===== config.mk =====
export PLATFORM = sky130hd
export DESIGN_NAME = lps_ctrl
export DESIGN_NICKNAME = d
export VERILOG_FILES = /design/src/rtl/lps_pkg.sv /design/src/rtl/lps_ctrl.sv
export SDC_FILE = /design/constraint.sdc
export NUM_CORES = 1
export LEC_CHECK = 0
export ABC_AREA = 0
export ABC_CLOCK_PERIOD_IN_PS = 1400
export BUFFER_PORTS_ARGS = -buffer_cell sky130_fd_sc_hd__buf_2
export CAP_MARGIN = 20
export CORE_MARGIN = 4
export CORE_UTILIZATION = 43
export CTS_CLUSTER_SIZE = 20
export DETAILED_ROUTE_END_ITERATION = 10
export PLACE_DENSITY = 0.73
export SLEW_MARGIN = 15
export SYNTH_ARGS = -nofsm -noshare
export SYNTH_HDL_FRONTEND = slang
export SYNTH_SLANG_ARGS = --single-unit

===== constraint.sdc =====
create_clock -name clk -period 1.4 [get_ports clk]
set_clock_uncertainty 0.2 [all_clocks]
set_input_delay 0.28 -clock clk [delete_from_list [all_inputs] [get_ports clk]]
set_output_delay 0.28 -clock clk [all_outputs]
set_load 0.02 [all_outputs]

===== src/rtl/lps_pkg.sv =====
`timescale 1ns / 1ps
package lps_pkg;

  localparam int MAX_SITES_DEF = 4096;
  localparam int MAX_DIMS_DEF  = 4;
  localparam int FRAC_BITS_DEF = 14;

  localparam int SITE_PORT_W = 12;
  localparam int LEN_W       = 7;
  localparam int NDIM_CFG_W  = 3;
  localparam int CFG_IDX_W   = 3;
  localparam int CFG_DATA_W  = 7;
  localparam int NUM_LEN     = 4;
  localparam int SUM_W       = 30;
  localparam int COUNT_W     = 15;
  localparam int PART_W      = 16;
  localparam int VOL_W       = 28;

  localparam logic signed [SUM_W:0] SUM_LIMIT = 31'sd402653184;

  typedef enum logic [CFG_IDX_W-1:0] {
    CFG_NUM_DIMS = 3'd0,
    CFG_LEN0     = 3'd1,
    CFG_LEN1     = 3'd2,
    CFG_LEN2     = 3'd3,
    CFG_LEN3     = 3'd4
  } cfg_idx_t;

  typedef struct packed {
    logic mem_we;
    logic init;
    logic setup;
    logic rd;
    logic ld;
    logic mul;
    logic rnd;
    logic acc;
    logic out_load;
  } cmd_t;

  typedef struct packed {
    logic setup_last;
    logic vol_err;
    logic k_zero;
    logic k_last;
    logic walk_last;
  } status_t;

endpackage


===== src/rtl/lps_ctrl.sv =====
`timescale 1ns / 1ps
module lps_ctrl (
  input  logic             clk,
  input  logic             rst_n,
  input  logic             in_valid,
  input  logic             in_kind,
  output logic             in_ready,
  output logic             out_valid,
  input  logic             out_ready,
  input  lps_pkg::status_t st,
  output lps_pkg::cmd_t    cmd
);
  import lps_pkg::*;

  typedef enum logic [8:0] {
    S_IDLE  = 9'b000000001,
    S_SETUP = 9'b000000010,
    S_CHECK = 9'b000000100,
    S_RD    = 9'b000001000,
    S_LD    = 9'b000010000,
    S_MUL   = 9'b000100000,
    S_RND   = 9'b001000000,
    S_ACC   = 9'b010000000,
    S_DONE  = 9'b100000000
  } state_t;

  state_t state_r, state_nxt;
  logic   out_valid_r, out_valid_nxt;

  always_comb begin
    state_nxt     = state_r;
    cmd           = '0;
    out_valid_nxt = out_valid_r & ~out_ready;
    unique case (state_r)
      S_IDLE: begin
        if (in_valid) begin
          if (in_kind) begin
            cmd.init  = 1'b1;
            state_nxt = S_SETUP;
          end else begin
            cmd.mem_we = 1'b1;
          end
        end
      end
      S_SETUP: begin
        cmd.setup = 1'b1;
        if (st.setup_last) state_nxt = S_CHECK;
      end
      S_CHECK: state_nxt = st.vol_err ? S_DONE : S_RD;
      S_RD: begin
        cmd.rd    = 1'b1;
        state_nxt = st.k_zero ? S_LD : S_MUL;
      end
      S_LD: begin
        cmd.ld    = 1'b1;
        state_nxt = S_RD;
      end
      S_MUL: begin
        cmd.mul   = 1'b1;
        state_nxt = S_RND;
      end
      S_RND: begin
        cmd.rnd   = 1'b1;
        state_nxt = st.k_last ? S_ACC : S_RD;
      end
      S_ACC: begin
        cmd.acc   = 1'b1;
        state_nxt = st.walk_last ? S_DONE : S_RD;
      end
      S_DONE: begin
        if (!out_valid_r || out_ready) begin
          cmd.out_load  = 1'b1;
          out_valid_nxt = 1'b1;
          state_nxt     = S_IDLE;
        end
      end
      default: state_nxt = S_IDLE;
    endcase
  end

  always_ff @(posedge clk) begin
    if (!rst_n) begin
      state_r     <= S_IDLE;
      out_valid_r <= 1'b0;
    end else begin
      state_r     <= state_nxt;
      out_valid_r <= out_valid_nxt;
    end
  end

  assign in_ready  = (state_r == S_IDLE);
  assign out_valid = out_valid_r;

endmodule


# Word-level counts from Yosys, hierarchy flattened
# Index checks and enable logic that the tools add are counted.
# word_totals
register_bits	10
inputBits	10
out_inout_bits	11
elab_cells	43
# op_classes
eq_ne	13
mux	23
bitwise	2
n_reduce_logical	3
# op_table
operator	count
case mux 9 bit (9 select lines)	1
2-to-1 mux 9 bit	6
2-to-1 mux 1 bit	12
equality test 9 x 1 -> 1 bit (second input constant)	1
equality test 9 x 2 -> 1 bit (second input constant)	1
equality test 9 x 3 -> 1 bit (second input constant)	1
equality test 9 x 4 -> 1 bit (second input constant)	1
equality test 9 x 5 -> 1 bit (second input constant)	1
equality test 9 x 6 -> 1 bit (second input constant)	1
equality test 9 x 7 -> 1 bit (second input constant)	1
equality test 9 x 8 -> 1 bit (second input constant)	1
equality test 9 bit (second input constant)	1
2-to-1 mux 8 bit	1
!= test 2 bit (second input constant)	4
2-to-1 mux 6 bit	1
2-to-1 mux 2 bit	2
AND reduction 4 bit	1
AND 1 bit	1
zero test 1 bit	1
logical OR 1 bit	1
NOT 1 bit	1

# Logic depth before layout (Yosys ltp)
# Gate-level depths: netlist (run 1).
# logic_depth
word_depth	4
mapped_depth	4
mapped_depth_nobuf	4

# Worst setup path before layout (run 1)
# Ideal clock, no wire load.
# synth_path
path_kind	register to output
from	reg state_r[4]
to	out cmd[8] (netlist bit)
t_arrival_ns	1.448
t_required_ns	0.920
slack_ns	-0.528
path_stages_with_launch	4
path_buffers	0
path_cell_list	dfxtp_1 nor4_4 nand3_1 nor3b_1
# synth_lines
item	line_no	source
from (decl)	lps_ctrl.sv:27	state_t state_r, state_nxt;
from (signal assigned)	lps_ctrl.sv:86	state_r <= state_nxt;
to (decl)	lps_ctrl.sv:11	output lps_pkg::cmd_t cmd

==> flow_metrics.tcl, run 1 <==
set metrics [dict create \
    status "finished with violations" \
    violations "negative setup slack" \
    synth_common_cells "10 x dfxtp_1, 9 x nor2_1, 8 x inv_1, 4 x nor3_1" \
    gp_congestion 0.811 \
    endpoint_kind "primary output" \
    num_rows 13 \
    fin_crit_sh 1.47 \
    diodes 0 \
    grt_max_degree 7 \
    portBuffers 20 \
    yosys_warnings 0 \
    fin_nets 145 \
    num-fill-cells 48 \
    postSynth.asyncResetShare 0 \
    report.final.hold_viol_count 0 \
    layout_setup_ws_ps -655 \
    drt_iter0_markers 61 \
    drt_pre_antenna_iters 5 \
    syn_area_um2 626 \
    hpwl_mm 1.58 \
    worstPathArrival_ps 1580 \
    crit_type "register to primary output" \
    crit_fanout 4 \
    ant_nets 0 \
    antenna_found_initial 0 \
    fin_setup_tns_ps -9770 \
    synth_edf_count 0 \
    drv_slew 0 \
    cts_buffers 3 \
    cts_buffer_depth 2 \
    die-height_um 46.1 \
    min_period_ps 2060 \
    via_per_inst 6.32 \
    via_count 935 \
    cts_root_buf "clkbuf_4" \
    grt_overflow 0 \
    synth_top_cell_by_area "dfxtp_1" \
    syn2layout_area_growth_pct 98.6 \
    syn_area_per_cell_um2 8.34 \
    clk_latency_ps 280 \
    worst-endpoint-required_ps 920 \
    fin_area_um2 1240 \
    syn_inst 75 \
    min_path_type "input port to register" \
    cts_tree "yes" \
    synth_top_area_frac 0.320 \
    ys_top_cells_by_area "dfxtp_1 32%, nor2_1 5.4%, inv_1 4.8%, and4bb_2 4.0%, nor4_4 3.4%" \
    die_w_um 46.1 \
    grt_setup_unrepaired "true" \
    io_pins 21 \
    holdWs_ps 53.5 \
    start_util 0.469 \
    tightest_slew_ps 450 \
    cellLeakagePower_nw 0.572 \
    ys_seq_area_frac 0.320 \
    ir_drop_mv 0.460 \
    htree_num_levels 1 \
    placed_area_um2 955 \
    ys_types 33 \
    grt_pass1_vias 864 \
    grt_usage 0.252 \
    synth_nets 85 \
    worstSetupStartpointType "register" \
    slew_headroom 0.696 \
    wl_per_cell_um 21.0 \
    remaining_drc_errors 0 \
    setup_violations 20 \
    cts.sinks 10 \
    synthFlopType "dfxtp_1" \
    clk_pin_slew_ps 80 \
    power_density_nw_per_um2 589 \
    die-area_um2 2130 \
    drive_above_1_share 0.699 \
    cap_violations 0 \
    utilization 0.932 \
    wl_mm 3.10 \
    timing.fmax_mhz 487 \
    synth.most_common_cell "dfxtp_1" \
    ys_ff_latch 10 \
    coreArea_um2 1330 \
    grt_pass1_wl_mm 3.86 \
]
## where the power goes
group	total (W)	leakage (nW)	internal (W)	switching, W
logic	0.000210	0.474	0.000105	0.000105
clock network	0.000225	0.0138	0.000100	0.000125
registers	0.000297	0.0848	0.000287	0.0000102
total	0.000731	0.572	0.000491	0.000240
## layout by cell type (no fill, tap or decap), drive strengths merged
cell type,instances
nand3,4
nor3,5
or3,1
and3,2
o211ai,2
a41oi,1
nor3b,1
a22o,1
nand2,3
dlygate4sd3,1
o21ai,2
nand4b,2
o22a,1
o21a,2
dfxtp,10
nor4,2
clkbuf,3
nor2,9
a31oi,1
o22ai,1
nand2b,1
nor4b,1
nand4,4
buf,54
a21oi,2
and4b,1
nor2b,3
inv,8
and4bb,2
xor2,2
or2b,1
## final cells by class
cell class	instances	area [um2]	area share
Multi-Input combinational cell	57	532	0.428
Timing Repair Buffer	55	428	0.344
Sequential cell	10	211	0.170
Inverter	8	30.0	0.0242
Clock buffer	3	22.5	0.0181
Tap cell	15	18.8	0.0151
## worst max-delay path, stage by stage (launching register included)
cell      delay (ps)
dfxtp_2          340
nor4_4           250
buf_4            200
buf_6            110
nand4b_1         170
inv_2            100
buf_6            110
## routing by layer
| layer | vias up | track usage | routed length (um) |
|---|---|---|---|
| li1 | 395 | - | - |
| met2 | 90 | 0.442 | 1450 |
| met3 | 16 | 0.0547 | 350 |
| met5 | - | 0 | 0 |
| met4 | 0 | 0.0909 | 124 |
| met1 | 434 | 0.295 | 1180 |
## logic make-up (layout without fill, tap and decap cells)
logic type                count (synthesis)  in the layout  share of synthesized area
and+or+nand+nor                          42             42                      0.456
AOI/OAI and AO/OA                        13             13                      0.148
DFF                                      10             10                      0.320
buffers and inverters                     8             66                     0.0480
xor gates and xnor gates                  2              2                     0.0280
## registers in the layout, summed over array words and instances (netlist names)
signal     cells
out_valid      1
state_r        9
## path summary, 6_finish.rpt
check	startpoint	slack, ps	cells past startpoint	endpoint
max reg2reg	state_r[5]	-580	9	state_r[3]
min	rst_n	50	2	state_r[3]
max	state_r[5]	-660	6	cmd[5]
min reg2reg	state_r[2]	540	4	out_valid
## through the flow
step	power [W]	instances	setup WS [ps]
after floorplan	0.000371	75	-276
after CTS	0.000664	143	-564
after detailed placement	0.000435	132	-389
final	0.000731	148	-655
after global placement	0.000430	132	-339
after global routing	0.000744	148	-723
## what timing repair did
item	4_1_cts	5_1_grt
resized for setup	30	15
endpoints found under the setup margin	20	20
hold buffers	1	0
hold endpoints to repair	1	0
pin swaps	10	7
buffers inserted	7	6
gates cloned	0	0
No activity file was read; power rests on OpenSTA's default activity.
==> inputs of run 2 (changes only) <==
- HOLD_SLACK_MARGIN: default -> 0.1
- MAX_ROUTING_LAYER: default -> met4
==> flow_metrics.tcl, run 2 <==
set metrics [dict create \
    io_pins 21 \
    start_util 0.469 \
    cts_buffers 3 \
    grt_max_degree 7 \
    ys_types 33 \
    placed_area_um2 955 \
    portBuffers 20 \
    cts.sinks 10 \
    synth.most_common_cell "dfxtp_1" \
    gp_congestion 0.823 \
    worst_endpoint "cmd[5]" \
    status "aborted with a tool error" \
    synth_edf_count 0 \
    yosys_warnings 0 \
    cts_root_buf "clkbuf_4" \
    die-height_um 46.1 \
    first-error "[ERROR DPL-0038] Utilization greater than 100%, impossible to legalize" \
    endpoint_type "output port" \
    cts_buffer_depth 2 \
    hpwl_mm 1.58 \
    num_rows 13 \
    syn_area_um2 626 \
    synthFlopType "dfxtp_1" \
    synth_nets 85 \
    syn_area_per_cell_um2 8.34 \
    ys_top_cells_by_area "dfxtp_1 32%, nor2_1 5.4%, inv_1 4.8%, and4bb_2 4.0%, nor4_4 3.4%" \
    synth_common_cells "10 x dfxtp_1, 9 x nor2_1, 8 x inv_1, 4 x nor3_1" \
    die_w_um 46.1 \
    ys_ff_latch 10 \
    postSynth.asyncResetShare 0 \
    lastStage "global routing" \
    place_inst 132 \
    htree_num_levels 1 \
    synth_top_area_frac 0.320 \
    ys_seq_area_frac 0.320 \
    synth_top_cell_by_area "dfxtp_1" \
    syn_inst 75 \
]
==> run 2: cell counts after synthesis <==
No cell type changed its count.
==> run 2: repair_timing <==
item | in CTS
cloned | 0
endpoints found under the setup margin | 20
hold endpoints to repair | 6
resized for setup | 30
buffers inserted | 7
hold buffers | 5
pin swaps | 10
==> run 2: kinds of logic after synthesis <==
family,share of synthesized area
and+or+nand+nor,0.456
AOI/OAI and AO/OA,0.148
DFF,0.320
buffers and inverters,0.0480
xor gates and xnor gates,0.0280
==> run 2: metrics by stage <==
stage / setup WS (ps) / utilization / TNS [ps] / hold slack (ps)
floorplan: -276 / - / -1980 / 152
global placement: -339 / 0.716 / -4110 / 251
detailed placement: -389 / 0.716 / -4610 / 259
CTS: -564 / 0.889 / -7510 / 151
==> inputs of run 3 (changes only) <==
- ABC_CLOCK_PERIOD_IN_PS: 1400 -> 1800
- CORE_AREA: default -> 4 4 65 67
- CORE_MARGIN: 4 -> default
- CORE_UTILIZATION: 43 -> default
- CTS_CLUSTER_SIZE: 20 -> default
- DIE_AREA: default -> 0 0 69 71
- HOLD_SLACK_MARGIN: 0.1 -> default
- MAX_ROUTING_LAYER: met4 -> default
- PLACE_DENSITY: 0.73 -> default
- PLACE_DENSITY_LB_ADDON: default -> 0.15
- clock period: 1.4 -> 1.8 ns (I/O delays scaled with it)
==> flow_metrics.tcl, run 3 (same netlist as run 1, synthesis figures left out) <==
set metrics [dict create \
    placed_area_um2 941 \
    die-area_um2 4900 \
    power_density_nw_per_um2 490 \
    syn2layout_area_growth_pct 84.8 \
    grt_pass1_vias 765 \
    endpoint_kind "primary output" \
    clk_pin_slew_ps 40 \
    power_frac_seq 0.410 \
    wl_per_cell_um 11.8 \
    grt_usage 0.0863 \
    die-height_um 71 \
    grt_overflow 0 \
    slowest_stage "dfxtp_2" \
    cts_buffer_depth 2 \
    report.final.hold_viol_count 0 \
    slew_headroom 0.781 \
    final_common_cell "buf_4" \
    fin_setup_tns_ps -1130 \
    crit_fanout 4 \
    cp.depth 5 \
    fin_area_um2 1160 \
    fin_crit_sh 1.09 \
    combPwrFrac 0.192 \
    cp-startpoint "state_r[4]" \
    timing.fmax_mhz 510 \
    cellLeakagePower_nw 0.534 \
    final_cells 170 \
    worstSetupStartpointType "register" \
    final_cell_mix "26 x buf_4, 10 x buf_2, 8 x buf_6, 7 x nor2_2, 6 x inv_1" \
    htree_num_levels 1 \
    largest-register "state_r" \
    start_util 0.172 \
    cp_top_family "simple AND/OR/NAND/NOR gates" \
    p_clk_frac 0.398 \
    coreArea_um2 3630 \
    remaining_drc_errors 0 \
    layout_setup_ws_ps -160 \
    min_period_ps 1960 \
    fin_nets 134 \
    crit_end "cmd[6]" \
    place_inst 163 \
    cts_tree "yes" \
    num-fill-cells 405 \
    ant_nets 0 \
    drive_above_1_share 0.631 \
    worst-endpoint-required_ps 1240 \
    io_pins 21 \
    min_path_type "input port to register" \
    utilization 0.318 \
    status "finished with violations" \
    total_power_w 0.000567 \
    hpwl_mm 1.62 \
    grt_max_degree 8 \
    p_int_w 0.000423 \
    drt_pre_antenna_iters 2 \
    swShare 0.253 \
    drt_iter0_markers 5 \
    tightest_slew_ps 324 \
    critPathBufInv 3 \
    via_per_inst 4.21 \
    die_w_um 69 \
    drv_slew 0 \
    clk_latency_ps 230 \
    diodes 0 \
    cap_violations 0 \
    ir_drop_mv 0.262 \
    setup_violations 10 \
    crit_chain "nor4_4, buf_4, nand4_2, inv_2, buf_6" \
    crit_type "register to primary output" \
    grt_setup_unrepaired "true" \
    antenna_found_initial 0 \
    cts_root_buf "clkbuf_8" \
    holdBufCountCts 0 \
    num_rows 22 \
    p_switching_w 0.000143 \
    gp_congestion 0.740 \
    portBuffers 20 \
    wl_mm 2.01 \
    largest_reg_flops 9 \
    critPathMaxStageDelay_ps 330 \
    reg2reg_depth 6 \
    cts_buffers 3 \
    r2r_end "state_r[6]" \
    worstPathArrival_ps 1400 \
    cts.sinks 10 \
    r2r_slack_ps 80 \
    via_count 716 \
    violations "negative setup slack" \
    r2r_start "state_r[4]" \
    grt_pass1_wl_mm 3.46 \
]
-- run 3: area by class of cell --
type                       count  area [um2]  share of cell area
sequential                    10         214               0.185
timing repair buffer          44         335               0.290
tap                           48        60.1              0.0519
multi-input combinational     57         475               0.411
inverter                       8        30.0              0.0260
clock buffer                   3        41.3              0.0357
-- run 3: what timing repair did --
item                       in CTS  in global routing
setup buffers                   4                  0
pin swaps                       8                  6
setup endpoints to repair      10                 11
resized for setup              29                 17
-- run 3: worst min-delay path by stage --
stage,endpoint,slack [ps],cells past startpoint,startpoint
detailed placement,state_r[5],340,2,st[2]
CTS,state_r[5],90,2,st[2]
finish,state_r[5],100,2,st[2]
global placement,state_r[5],340,2,st[2]
floorplan,state_r[5],240,1,st[2]
global route,state_r[5],110,2,st[2]
-- run 3: per-layer routing --
metal | global-route usage | wire length (um) | up-vias
met4 | 0.0456 | 34 | 0
met3 | 0.00852 | 27 | 2
li1 | - | - | 370
met2 | 0.157 | 1050 | 12
met1 | 0.0995 | 894 | 332
met5 | 0 | 0 | -
-- run 3: power groups by stage --
stage | Clock, W | Sequential, W | Combinational (W)
floorplan | 0 | 0.000235 | 0.0000460
global route | 0.000239 | 0.000232 | 0.000120
detailed placement | 0 | 0.000236 | 0.0000853
CTS | 0.000237 | 0.000231 | 0.0000969
global placement | 0 | 0.000237 | 0.0000853
finish | 0.000226 | 0.000232 | 0.000109
-- run 3: through the flow --
| step | hold slack, ps | setup WS, ps |
|---|---|---|
| 2_1_floorplan | 239 | -34.3 |
| 3_3_place_gp | 339 | 22.3 |
| 3_5_place_dp | 344 | -16.3 |
| 4_1_cts | 94.8 | -157 |
| 5_1_grt | 105 | -239 |
| 6_report | 99.7 | -160 |
==> inputs of run 4 (changes only) <==
- CELL_PAD_IN_SITES_DETAIL_PLACEMENT: default -> 2
- CELL_PAD_IN_SITES_GLOBAL_PLACEMENT: default -> 2
==> flow_metrics.tcl, run 4 (same netlist as run 1, synthesis figures left out) <==
set metrics [dict create \
    status "finished with violations" \
    violations "negative setup slack" \
    syn2layout_area_growth_pct 107 \
    drv_slew 0 \
    worstPathArrival_ps 1430 \
    r2r_start "state_r[4]" \
    min_path_type "input port to register" \
    grt_max_degree 8 \
    start_util 0.172 \
    holdBufCountCts 0 \
    wl_mm 2.82 \
    cts_buffer_depth 2 \
    final_cell_mix "31 x buf_4, 10 x buf_2, 9 x buf_6, 7 x inv_1, 7 x dfxtp_2" \
    die_w_um 69 \
    grt_overflow 0 \
    ir_drop_mv 0.394 \
    fin_nets 140 \
    cts_buffers 3 \
    endpoint_kind "primary output" \
    placed_area_um2 941 \
    power_density_nw_per_um2 507 \
    cts_root_buf "clkbuf_8" \
    holdCritStartpoint "st[2]" \
    drt_pre_antenna_iters 3 \
    grt_usage 0.118 \
    io_pins 21 \
    p_int_w 0.000478 \
    r2r_end "state_r[5]" \
    largest_reg_flops 9 \
    diodes 0 \
    power_frac_seq 0.358 \
    coreArea_um2 3630 \
    crit_type "register to primary output" \
    clk_pin_slew_ps 50 \
    largest-register "state_r" \
    min_period_ps 1990 \
    portBuffers 20 \
    via_count 786 \
    cts_tree "yes" \
    reg2reg_depth 7 \
    ant_nets 0 \
    worstSetupStartpointType "register" \
    timing.fmax_mhz 502 \
    drt_iter0_markers 14 \
    num_rows 22 \
    drive_above_1_share 0.705 \
    fin_area_um2 1290 \
    cts.sinks 10 \
    gp_congestion 0.727 \
    worst-endpoint-required_ps 1240 \
    final_common_cell "buf_4" \
    place_inst 163 \
    grt_pass1_wl_mm 4.66 \
    htree_num_levels 1 \
    cellLeakagePower_nw 0.572 \
    remaining_drc_errors 0 \
    tightest_slew_ps 304 \
    p_switching_w 0.000177 \
    setup_violations 12 \
    wl_per_cell_um 15.9 \
    cap_violations 0 \
    dp_slack_ps -46.3 \
    p_clk_frac 0.442 \
    slew_headroom 0.796 \
    hpwl_mm 2.00 \
    r2r_slack_ps -30 \
    antenna_found_initial 0 \
    via_per_inst 4.44 \
    min_to "state_r[5]" \
    swShare 0.270 \
    report.final.hold_viol_count 0 \
    die-height_um 71 \
    fin_crit_sh 1.11 \
    crit_fanout 4 \
    clk_latency_ps 240 \
    holdPathStages 2 \
    layout_setup_ws_ps -193 \
    combPwrFrac 0.200 \
    utilization 0.356 \
    grt_pass1_vias 961 \
    final_cells 177 \
    die-area_um2 4900 \
    grt_setup_unrepaired "true" \
]
[run 4: changes by cell type in the layout (fill, tap and decap cells not counted), moves of 2 or more]
cell / delta
nor2_4: +4
dfxtp_2: +2
nor3_2: +2
nor2_2: -4
dfxtp_1: -2
nor3_1: -2
nand2_1: -2
buf_4: +5
[run 4: cell type report]
type,instances,area (um2)
Fill cell,410,2340
Sequential cell,10,216
Inverter,8,30.0
Tap cell,48,60.1
Timing Repair Buffer,50,384
Clock buffer,4,55.1
Multi-Input combinational cell,57,547
[run 4: power by group through the flow]
| stage | sequential, W | clock, W | combinational (W) |
|---|---|---|---|
| final | 0.000235 | 0.000289 | 0.000131 |
| after detailed placement | 0.000238 | 0 | 0.0000909 |
| after global routing | 0.000236 | 0.000310 | 0.000143 |
| after CTS | 0.000235 | 0.000297 | 0.000107 |
| after global placement | 0.000237 | 0 | 0.0000874 |
| after floorplan | 0.000235 | 0 | 0.0000460 |
[run 4: metal layers]
metal	wire length [um]	global-route usage	up-vias	share of wire
li1	-	-	387	-
met1	1170	0.126	382	0.42
met2	1560	0.228	13	0.55
met3	57	0.0213	4	0.020
met4	30	0.0434	0	0.011
met5	0	0	-	0
[run 4: critical path, stage by stage (launching register included)]
cell     delay [ps]
dfxtp_2         360
nor4_4          310
nand3_2         180
nor3b_2         190
buf_4           160
[run 4: how the worst max path moves through the flow]
stage,from,end,slack [ps]
final,state_r[2],cmd[8],-190
after global routing,state_r[4],cmd[5],-310
after CTS,state_r[8],cmd[8],-210
after detailed placement,state_r[1],cmd[8],-50
after global placement,state_r[6],cmd[0],-80
after floorplan,state_r[4],cmd[7],-30
[run 4: per-stage QoR]
stage               TNS (ps)  hold slack, ps  power [W]
finish                 -1510             109   0.000655
global route           -2670             107   0.000688
CTS                    -1850             105   0.000639
detailed placement      -158             360   0.000328
global placement        -127             340   0.000325
floorplan              -65.7             239   0.000281
[run 4: timing repair]
action / 4_1_cts / 5_1_grt
setup endpoints to repair: 10 / 16
pin swaps: 11 / 17
setup buffers: 9 / 4
resized for setup: 37 / 25
